[src/pcmv_ram.sv]
// ----------------------------------------------------------------------------
// pcmv_ram
// Generic simple dual-port RAM with one write port and a registered read.
// ----------------------------------------------------------------------------
`default_nettype none

module pcmv_ram #(
   parameter int WIDTH = 8,
   parameter int DEPTH = 16,
   localparam int AW = (DEPTH > 1) ? $clog2(DEPTH) : 1
) (
   input  wire logic             clock,
   input  wire logic             wr_en,
   input  wire logic [AW-1:0]    wr_addr,
   input  wire logic [WIDTH-1:0] wr_data,
   input  wire logic             rd_en,
   input  wire logic [AW-1:0]    rd_addr,
   output logic      [WIDTH-1:0] rd_data
);

   logic [WIDTH-1:0] mem [DEPTH];

   always_ff @(posedge clock) begin
      if (wr_en) begin
         mem[wr_addr] <= wr_data;
      end
      if (rd_en) begin
         rd_data <= mem[rd_addr];
      end
   end

endmodule

`default_nettype wire

[config.mk]
export PLATFORM = sky130hd
export DESIGN_NAME = pcmv_ram
export DESIGN_NICKNAME = d
export VERILOG_FILES = /design/src/pcmv_ram.sv
export SDC_FILE = /design/constraint.sdc
export NUM_CORES = 1
export LEC_CHECK = 0
export BUFFER_PORTS_ARGS = -buffer_cell sky130_fd_sc_hd__clkbuf_2
export CORE_MARGIN = 5
export CORE_UTILIZATION = 48
export CTS_BUF_LIST = sky130_fd_sc_hd__clkbuf_4 sky130_fd_sc_hd__clkbuf_8
export DETAILED_ROUTE_END_ITERATION = 8
export PLACE_DENSITY = 0.69
export SLEW_MARGIN = 40
export SYNTH_ARGS = -nofsm -noshare
export SYNTH_HDL_FRONTEND = slang
export SYNTH_SLANG_ARGS = --single-unit
[constraint.sdc]
create_clock -name clock -period 2.42 [get_ports clock]
set_clock_uncertainty 0.2 [all_clocks]
set_input_delay 0.363 -clock clock [delete_from_list [all_inputs] [get_ports clock]]
set_output_delay 0.363 -clock clock [all_outputs]
set_load 0.02 [all_outputs]
**After elaboration in Yosys (flattened, before gate mapping)**

Memory sizes are Yosys's and may differ from the RTL's. A register that Yosys moved wholly into a read port is not among the register bits.
Cells that the tools add are included.

- Flip-flop bits (word level): 0
- Memories kept: 1
- ROM bits: 0
- Input bits: 19
- Latch bits: 0
- RAM bits: 128
- Output and inout bits: 8

Memories:

| memory | words | bits a word | rd ports | clocked after memory_dff | write ports | line | RTL |
|---|---|---|---|---|---|---|---|
| mem | 16 | 8 | 1 | 1 | 1 | 21 | `logic [WIDTH-1:0] mem [DEPTH];` |

- Divide/modulo/power cells: 0
- Bitwise operators: 0
- Add/sub/neg operators: 0
- Reductions and logical operators: 0
- Equality and inequality tests: 0
- Multiplexer cells: 2
- Magnitude comparators: 0
- Multipliers: 0
- Shifts and indexed selects: 0

Operator list:

| cell | number |
|---|---|
| $mux 1 | 2 |

**Longest topological paths before layout**

- Word-level depth: 2
- Mapped depth: 5
- Gate-level depth less buffers: 3

**Worst setup path before layout**

Ideal clock, no wire load.

- Path kind: input -> register
- Start point: input port wr_addr[2]
- End point: memory mem[0][0] (enable)
- Library setup time: 383 ps
- Stages: 2
- Buffers on the path: 0
- Setup slack: 364 ps
- Arrival: 1473 ps
- Data required time: 1837 ps
- Path through: or3b_2 nor3_1

RTL lines:

| item | line | RTL |
|---|---|---|
| start, declared | 14 | `input wire logic [AW-1:0] wr_addr,` |
| end, declared | 21 |  |

No word-level cell before the write port.

==> metrics.cfg <==
[run_status]
outcome=finished, final reports clean

[floorplan]
fp.dieArea_sq_um=13080
start_util_pct=48.65
die_w_um=114.4
core_area_sq_um=10750
dieHeight_um=114.4
std_cell_rows=38
ios=27

[pwr]
ir_drop_mv=0.3194
combinationalPowerShare_pct=5.5
switching_power_uw=931.2
swShare_pct=20.66
p_int_uw=3576
p_per_area_nw_per_um2=756.9
power_frac_seq_pct=59.2
leakagePower_uw=0.002004
p_clk_share_pct=35.3

[flow_run]
cap_violations=0

[min_path]
hold_class=primary input to flop
min_path_cells=1
min_to=mem[12][3]
min_from=wr_data[3]

[yosys]
yosys.area.top_type=edfxtp_1
synthTopCellsByArea=edfxtp_1 (78%), mux4_2 (7.8%), mux4_1 (7.0%)
syn_area_per_cell_sq_um=22.83
syn_nets=248
synth_fa_ha_area_share_pct=0
yosys.area.top_type_share_pct=78.12
ys_seq_area_share_pct=78.12
synth_area_sq_um=5228
yosys.area_share.simple_pct=3.135
synth_top_family_by_area=multiplexers
ys_ff_latch=136
synthXorXnorAreaFrac_pct=0
synth_cell_types=18
yosysWarnings=0
synth_cells=229
synth_mux_area_share_pct=14.79
synth_compound_area_share_pct=2.298

[critical_path]
crit_chain=clkbuf_2 -> buf_12 -> mux4_1 -> a22oi_1 -> nand2_1
ff2ff_setup_slack_ns=0.76
worstPathArrival_ns=1.68
crit_family=multiplexers
worst_path_max_delay_cell=mux4_1
cp-end-kind=flop
crit_buf_inv=2
critPathMaxStageDelay_ns=0.60
critical_path.max_fanout=32
cp-start-kind=primary input
r2r_cells=3
r2r-end=rd_data[3]
cp.depth=5
cp.required_ns=2.39
reg2reg_from=mem[0][3]
path_class=primary input to flop

[drt]
drt-initial-drc-count=173
vias=2412
viasPerCell=5.545
drc=0
antenna_left=0
dr.pass1.iters=5
routed_wl_um=9228
post_drt_wl_per_cell_um=21.21

[sta]
setup_viol=0
timing.final.crit_share_pct=70.36
finalSetupTns_ns=0
worst_slew_pin_slew_ns=0.6956
rsz0062_at_grt=no
fin_crit_ns=1.703
hold_viol=0
worst_slack_ns=0.7172
fmaxAchievable_ghz=0.5873
slew_headroom_pct=53.53
slew_viol_final=0

[layout]
fin_area_sq_um=5954
final_common_cell=edfxtp_1
diodes=0
syn_to_final_growth_pct=13.91
fin_nets=302
drive_above_1_share_pct=31.86
final_cell_mix=edfxtp_1 (136), clkbuf_2 (26), mux4_2 (18)
fillers=821

[placement]
gp_congestion=0.6921
dpl-instance-area_sq_um=5614
preCtsSetupSlack_ns=0.2322
hpwl_um=6067
port_buffers=26

[grt]
track_usage_pct=15.62
top_usage_layer=met2
grt_max_degree=33
met2_usage_pct=24.36
use_met3_pct=4.757
grt_overflow=0
grt_use_met1_pct=20.68
antenna_found_initial=0
grt_pass1_vias=2581
grt_first_pass_wirelength_um=14530

[cts]
postCtsResizedCells=0
clockBufferDepth=2
cts.htree.levels=4
cts-root-buf=clkbuf_8
cts_tree=yes
cts.sinks=136
post_cts_buffers=0
hold_buffers=0
clk_pin_slew_ns=0.07
clk_latency_ns=0.43
cts_made_buffers=17

-- worst max-delay path by stage --
stage               start         end  slack (ns)
2_1_floorplan  wr_addr[2]   mem[0][0]        0.36
4_1_cts        rd_addr[0]  rd_data[3]        0.72
3_3_place_gp   rd_addr[0]  rd_data[3]        0.26
5_1_grt        rd_addr[0]  rd_data[1]        0.64
3_5_place_dp   rd_addr[0]  rd_data[3]        0.23
6_report       rd_addr[0]  rd_data[3]        0.72
-- per-stage QoR --
stage | power (uW) | util [%] | hold slack [ns] | std cells
3_5_place_dp | 2972 | 52.25 | 0.5533 | 404
4_1_cts | 4558 | 55.41 | 0.1257 | 435
3_3_place_gp | 2963 | 52.25 | 0.5315 | 404
6_report | 4507 | 55.41 | 0.1456 | 435
2_1_floorplan | 2862 | - | 0.2619 | 229
5_1_grt | 4686 | 55.41 | 0.1263 | 435
-- flip-flops by register name, summed over array words and instances (netlist names) --
name     cells
mem        128
rd_data      8
-- final cells by class --
cell class / instances / area (sq um) / area share (%)
Clock buffer: 20 / 256.5 / 4.308
Clock inverter: 11 / 83.83 / 1.408
Multi-Input combinational cell: 83 / 1057 / 17.76
Sequential cell: 136 / 4084 / 68.59
Tap cell: 140 / 175.2 / 2.942
Timing Repair Buffer: 45 / 297.8 / 5.001
-- per-layer routing --
metal,up-vias,part of all wire (%)
met3,17,4.2
met4,0,2.2
met1,1249,44
met5,-,0
li1,1086,-
met2,60,49
-- Yosys cell counts --
library cell / number
edfxtp_1: 136
clkdlybuf4s25_2: 3
nor2_1: 13
or3b_2: 1
nor2b_1: 1
buf_2: 3
buf_6: 3
nand2b_1: 2
mux4_1: 14
nand3_1: 1
and2b_1: 1
and2_1: 1
mux4_2: 18
a22oi_1: 16
buf_4: 1
nand3b_1: 2
nand2_1: 9
nor3_1: 4
-- power by group through the flow --
| stage | Clock (uW) | Sequential (uW) | Combinational (uW) |
|---|---|---|---|
| floorplan | 0 | 2730 | 134 |
| global placement | 0 | 2720 | 246 |
| detailed placement | 0 | 2720 | 253 |
| CTS | 1640 | 2670 | 253 |
| global route | 1740 | 2670 | 272 |
| finish | 1590 | 2670 | 247 |
-- logic make-up (layout without fill, tap and decap cells) --
kind of cell	Yosys count	in the layout
buffers and inverters	10	76
AND/OR/NAND/NOR	35	35
AO/OA/AOI/OAI	16	16
multiplexers	32	32
flip-flops	136	136
Note: power is estimated with default switching activity, not from simulation.
