<file path="src/pcmv_pkg.sv">
// ----------------------------------------------------------------------------
// pcmv_pkg
// Shared constants and state codes for the periodogram column-variance block.
// ----------------------------------------------------------------------------
`default_nettype none

package pcmv_pkg;

   localparam int CFG_W   = 12;
   localparam int SAMP_W  = 16;
   localparam int MEAN_W  = 33;
   localparam int ACC_W   = 64;
   localparam int VAR_W   = 51;
   localparam int IDX_W   = 2;
   localparam int STATE_W = 4;

   localparam logic [IDX_W-1:0] CFG_FIRST_PERIOD = 2'd0;
   localparam logic [IDX_W-1:0] CFG_LAST_PERIOD  = 2'd1;

   localparam logic [STATE_W-1:0] S_IDLE   = 4'd0;
   localparam logic [STATE_W-1:0] S_PINIT  = 4'd1;
   localparam logic [STATE_W-1:0] S_F_RD   = 4'd2;
   localparam logic [STATE_W-1:0] S_F_WR   = 4'd3;
   localparam logic [STATE_W-1:0] S_M_RD   = 4'd4;
   localparam logic [STATE_W-1:0] S_M_DIV  = 4'd5;
   localparam logic [STATE_W-1:0] S_M_WAIT = 4'd6;
   localparam logic [STATE_W-1:0] S_G_DIV  = 4'd7;
   localparam logic [STATE_W-1:0] S_G_WAIT = 4'd8;
   localparam logic [STATE_W-1:0] S_V_RD   = 4'd9;
   localparam logic [STATE_W-1:0] S_V_MUL  = 4'd10;
   localparam logic [STATE_W-1:0] S_V_SQ   = 4'd11;
   localparam logic [STATE_W-1:0] S_V_ADD  = 4'd12;
   localparam logic [STATE_W-1:0] S_V_DIV  = 4'd13;
   localparam logic [STATE_W-1:0] S_V_WAIT = 4'd14;
   localparam logic [STATE_W-1:0] S_NEXT   = 4'd15;

   localparam logic [VAR_W-1:0] VAR_MAX = {VAR_W{1'b1}};

endpackage

`default_nettype wire

</file>
<file path="src/pcmv_div.sv">
// ----------------------------------------------------------------------------
// pcmv_div
// Unsigned restoring divider that produces one quotient bit per cycle.
// ----------------------------------------------------------------------------
`default_nettype none

module pcmv_div
   import pcmv_pkg::*;
#(
   parameter int DVW = 13
) (
   input  wire logic             clock,
   input  wire logic             reset,
   input  wire logic             start,
   input  wire logic [ACC_W-1:0] num,
   input  wire logic [DVW-1:0]   den,
   output logic                  done,
   output logic      [ACC_W-1:0] quo
);

   localparam int SW = $clog2(ACC_W + 1);

   logic             busy_ff, busy_in;
   logic             done_ff, done_in;
   logic [SW-1:0]    step_ff, step_in;
   logic [DVW:0]     rem_ff, rem_in;
   logic [ACC_W-1:0] quo_ff, quo_in;
   logic [DVW-1:0]   den_ff, den_in;
   logic [DVW:0]     rem_sh;

   always_comb begin
      busy_in = busy_ff;
      done_in = 1'b0;
      step_in = step_ff;
      rem_in  = rem_ff;
      quo_in  = quo_ff;
      den_in  = den_ff;
      rem_sh  = {rem_ff[DVW-1:0], quo_ff[ACC_W-1]};
      if (start) begin
         busy_in = 1'b1;
         step_in = '0;
         rem_in  = '0;
         quo_in  = num;
         den_in  = den;
      end else if (busy_ff) begin
         if (rem_sh >= {1'b0, den_ff}) begin
            rem_in = rem_sh - {1'b0, den_ff};
            quo_in = {quo_ff[ACC_W-2:0], 1'b1};
         end else begin
            rem_in = rem_sh;
            quo_in = {quo_ff[ACC_W-2:0], 1'b0};
         end
         step_in = step_ff + 1'b1;
         if (step_ff == SW'(ACC_W - 1)) begin
            busy_in = 1'b0;
            done_in = 1'b1;
         end
      end
   end

   always_ff @(posedge clock) begin
      if (reset) begin
         busy_ff <= 1'b0;
         done_ff <= 1'b0;
      end else begin
         busy_ff <= busy_in;
         done_ff <= done_in;
      end
      step_ff <= step_in;
      rem_ff  <= rem_in;
      quo_ff  <= quo_in;
      den_ff  <= den_in;
   end

   assign done = done_ff;
   assign quo  = quo_ff;

endmodule

`default_nettype wire

</file>
<file path="config.mk">
export PLATFORM = sky130hd
export DESIGN_NAME = pcmv_div
export DESIGN_NICKNAME = d
export VERILOG_FILES = /design/src/pcmv_pkg.sv /design/src/pcmv_div.sv
export SDC_FILE = /design/constraint.sdc
export NUM_CORES = 1
export LEC_CHECK = 0
export ABC_AREA = 1
export BUFFER_PORTS_ARGS = -buffer_cell sky130_fd_sc_hd__buf_2
export CORE_ASPECT_RATIO = 1.4
export CORE_MARGIN = 1
export CORE_UTILIZATION = 30
export DETAILED_ROUTE_END_ITERATION = 10
export HOLD_SLACK_MARGIN = 0.05
export PLACE_DENSITY = 0.59
export RECOVER_POWER = 100
export SLEW_MARGIN = 20
export SYNTH_ARGS = -nofsm -noshare
export SYNTH_HDL_FRONTEND = slang
export SYNTH_SLANG_ARGS = --single-unit
</file>
<file path="constraint.sdc">
create_clock -name clock -period 2.6 [get_ports clock]
set_input_delay 0.13 -clock clock [delete_from_list [all_inputs] [get_ports clock]]
set_output_delay 0.13 -clock clock [all_outputs]
set_load 0.01 [all_outputs]
</file>
# Yosys cells after proc, flatten, opt, wreduce, memory -nomap -nowiden

Cells that the tools add are included.

Flip-flop bits (word level): 99
Bits of input ports: 80

$add $sub $neg: 2
Magnitude comparators: 1
Eq/ne operators: 1
Reduce and logical (&&, ||, !) cells: 2
Bitwise gates (word level): 1
Multiplexer cells: 8

Operators with widths:

| kind                | count |
|---|---|
| $mux 64             | 2 |
| $ge 14x13->1        | 1 |
| $mux 13             | 1 |
| $sub 13x13->13      | 1 |
| $add 7x1->7 const B | 1 |
| $eq 7x6->1 const B  | 1 |
| $mux 1              | 5 |
| $reduce_or 3->1     | 1 |
| $reduce_bool 2->1   | 1 |
| $not 1->1           | 1 |

# Longest topological paths before layout

Depth after elaboration: 4
Mapped depth: 14

# Worst setup path before layout

OpenSTA, ideal clock, no wires.

Path type: register -> register
Start point: register busy_ff
End point: register quo_ff[0] (netlist: quo[0]), enable pin
Arrival: 1.786 ns
Required time: 2.178 ns
Stages on the path, launching flop included: 3
Setup time: 0.422 ns
Slack: 0.392 ns
Clock period less this slack: 2.208 ns
Path through: dfxtp_1 > nor2_1 > inv_1

Cells in the longest elaborated chain, start to end: 1

RTL lines:

| what                               | RTL line       | RTL |
|---|---|---|
| from (decl)                        | pcmv_div.sv:23 | `logic busy_ff, busy_in;` |
| from (signal assigned)             | pcmv_div.sv:66 | `busy_ff <= busy_in;` |
| $reduce_bool 2->1 (no source line) | n/a            |  |
| to (signal assigned)               | pcmv_div.sv:71 | `quo_ff <= quo_in;` |
| to (decl)                          | pcmv_div.sv:27 | `logic [ACC_W-1:0] quo_ff, quo_in;` |

No other way between the ends.
A chain may end at the register's enable or synchronous reset.

# Worst setup path in the final report

Start point: register quo_ff[63] (netlist: quo[63])
End point: register rem_ff[6]

Cells in the longest elaborated chain, start to end: 2
Elaborated cells on any way between the ends: 3
Classes of those cells: 1 x add/sub; 1 x order compare; 1 x mux

RTL lines:

| what                                                  | RTL line                       | RTL |
|---|---|---|
| $sub 13x13->13 / $ge 14x13->1 (equally long branches) | pcmv_div.sv:47, pcmv_div.sv:46 |  |
| $mux 13 (*)                                           | pcmv_div.sv:46                 | `if (rem_sh >= {1'b0, den_ff}) begin` |
| to (signal assigned)                                  | pcmv_div.sv:70                 | `rem_ff <= rem_in;` |
| to (decl)                                             | pcmv_div.sv:26                 | `logic [DVW:0] rem_ff, rem_in;` |

Mark *: on every way between the ends. The rest lies on a longest branch, timed or not.

==> run_results.csv <==
group,metric,value,unit
final_layout,fin_area,6520,µm²
critical_path,critPathKind,"register to register",
cts,htreeDepth,3,
critical_path,cp-start-kind,"register",
timing,hold_viol_final,0,
critical_path,path_cells,"inv_1 -> ha_1 -> inv_1 -> fa_1 -> nand2_1 -> nand2_1 -> nand3_1 -> nand2_1 -> nand2_2 -> clkbuf_2 -> nand4_1 -> nand3_1 -> o21ai_0",
global_routing,grt_pass1_wl,20300,µm
timing,finalSetupViolCount,0,
drt,wl_per_cell,12.8,µm
global_routing,grt_antenna_before_repair,0,
critical_path,cp.required,2.81,ns
cts,cts_hold_buf,35,
global_routing,grt_max_degree,50,
drt,first_iter_violations,204,
critical_path,worstReg2RegEnd,"rem_ff[6]",
critical_path,path_depth,13,
yosys,ys_seq_elements,99,
critical_path,path_buf_inv,3,
cts,cts_resized,0,
flow_run,cap_violations,0,
timing,fmax,443,MHz
critical_path,reg2reg_depth,13,
timing,finClkSkew,0.00756,ns
drt,drt_first_pass_iters,10,
cts,cts_tree,"built",
timing,worstMarginPinSlew,1.41,ns
floorplan,die_width,111,µm
pwr,p_leak,3.12,nW
drt,routed_wl,12600,µm
placement,io_buffers,144,
global_routing,grt_usage,14.7,%
yosys,ys_warn_count,0,
cts,cts_buffers,9,
yosys,syn_area_per_cell,8.39,µm²
timing,fin_ws,0.345,ns
cts,cts_buffer_depth,2,
floorplan,std_cell_rows,55,
final_layout,synthToLayoutAreaGrowth,29.6,%
cts,clock_latency,0.34,ns
drt,drc_errors,1,
yosys,synth_nets,695,
critical_path,slowest_delay,0.44,ns
drt,vias,4380,
timing,rsz0062_at_grt,"no",
critical_path,r2r_start,"quo[63]",
critical_path,crit_family,"simple AND/OR/NAND/NOR gates",
critical_path,r2r_setup_slack,0.34,ns
final_layout,nets,872,
final_layout,antennaDiodeCount,0,
cts,cts.sinks,99,
yosys,syn_inst,600,
cts,post-cts-setup-buffer-count,0,
placement,place.gp.congestion,0.838,
timing,drv_slew,0,
timing,setup_tns,0,ns
final_layout,final_cells,981,
floorplan,start_util,30.9,%
yosys,synth.distinct_cells,31,
floorplan,core-area,16300,µm²
critical_path,critical_path.endpoint_type,"register",
yosys,ys_seq_area_share,54.7,%
timing,holdWs,0.0589,ns
pwr,p_per_area,582,nW/µm²
status,violations,"design-rule violations",
floorplan,die_h,155,µm
hold_path,hp-class,"input port to register",
final_layout,drive_gt1_share,15.2,%
critical_path,crit_top_cell,"nand2_1",
placement,placed_cell_area,5990,µm²
floorplan,die_area,17300,µm²
placement,place_ws,0.480,ns
placement,placed_cells,930,
floorplan,boundaryPins,145,
critical_path,arrival,2.47,ns
global_routing,grt_pass1_vias,4241,
cts,clock-root-buffer,"clkbuf_16",
drt,via_per_inst,4.46,
timing,relSlewSlack,5.93,%
drt,ant_nets,0,
cts,clk_pin_slew,0.08,ns
status,status,"finished with violations",
global_routing,grt_overflow,0,
critical_path,critPathSlowestCell,"fa_1",
timing,period_minus_slack,2.26,ns
critical_path,cp-startpoint,"quo[63]",
timing,finalCritPeriodShare,86.7,%
placement,hpwlAfterDp,9100,µm
critical_path,crit_end,"rem_ff[6]",
pwr,ir_worst_vdd,0.276,mV
yosys,syn_area,5030,µm²
critical_path,cp_max_fo,12,
metrics by stage:
stage	power [mW]	util, %
5_1_grt	3.97	40.0
4_1_cts	3.88	40.7
6_report	3.80	40.0
3_5_place_dp	2.50	36.7
2_1_floorplan	2.25	-
3_3_place_gp	2.50	36.7
worst min-delay path by stage:
stage               cells past startpoint  slack, ns    start         to
floorplan                               1       0.21    reset       done
global placement                        1       0.31   den[9]  den_ff[9]
detailed placement                      1       0.31   den[8]  den_ff[8]
CTS                                     3       0.05  num[28]    quo[28]
global route                            3       0.06  num[10]    quo[10]
finish                                  3       0.06  num[10]    quo[10]
cell usage in the layout, fill, tap and decap left out, drive strengths merged:
cell | synthesis | final
a21oi | 8 | 8
a31oi | 2 | 2
buf | 10 | 80
clkbuf | 12 | 83
clkinv | 1 | 2
clkinvlp | 0 | 1
dfxtp | 22 | 22
dlygate4sd3 | 0 | 35
edfxtp | 77 | 77
fa | 1 | 1
ha | 14 | 14
inv | 73 | 77
nand2 | 290 | 290
nand3 | 32 | 32
nand4 | 18 | 18
nor2 | 17 | 17
nor3 | 6 | 6
nor3b | 1 | 1
o21ai | 10 | 10
xnor2 | 3 | 3
xor2 | 3 | 3
worst min-delay path, stage by stage:
cell,delay [ns]
buf_2,0.08
nand2_1,0.04
nand2_1,0.05
logic make-up after synthesis:
family,after synthesis,synth area share [%]
AO/OA/AOI/OAI,20,2.34
XOR/XNOR,6,1.04
adder cells (fa/ha/maj),15,3.88
buffers and inverters,96,7.60
flip-flops,99,54.7
AND/OR/NAND/NOR,364,30.5
metal layers:
metal	track usage, %	wire length [µm]	up-vias
met5	0	0	-
met4	4.18	162	0
met3	2.45	471	16
met2	27.9	6710	96
met1	16.7	5220	2009
li1	-	-	2259
cell usage after synthesis (all sizes together):
cell type	number	share of area, %
a31oi	2	0.25
xor2	3	0.52
inv	73	5.4
nand4	18	2.4
nand3	32	3.9
nor3b	1	0.15
clkinv	1	0.074
nand2	290	22
nor3	6	0.60
a21oi	8	1.0
dfxtp	22	8.7
buf	10	1.2
clkbuf	12	0.89
xnor2	3	0.52
nor2	17	1.6
edfxtp	77	46
ha	14	3.5
fa	1	0.40
o21ai	10	1.1
final cells by class:
cell class              count  area, µm²
well taps                 199        249
clock inverters             6       56.3
repair buffers            188       1050
flip-flops and latches     99       2750
inverters                  74        278
multi-input cells         405       1900
fillers                  1700       9790
clock buffers              10        239
registers in the layout, summed over array words and instances (netlist names):
signal / count
done: 1
den_ff: 13
rem_ff: 13
busy_ff: 1
quo: 64
step_ff: 7
where the power goes:
part	internal, mW	switching, mW	leakage, nW	total [mW]
Sequential	1.86	0.0661	0.962	1.93
Combinational	0.213	0.336	2.02	0.549
Clock	0.697	0.625	0.143	1.32
Total	2.77	1.03	3.12	3.80
(Power assumes the default switching activity.)
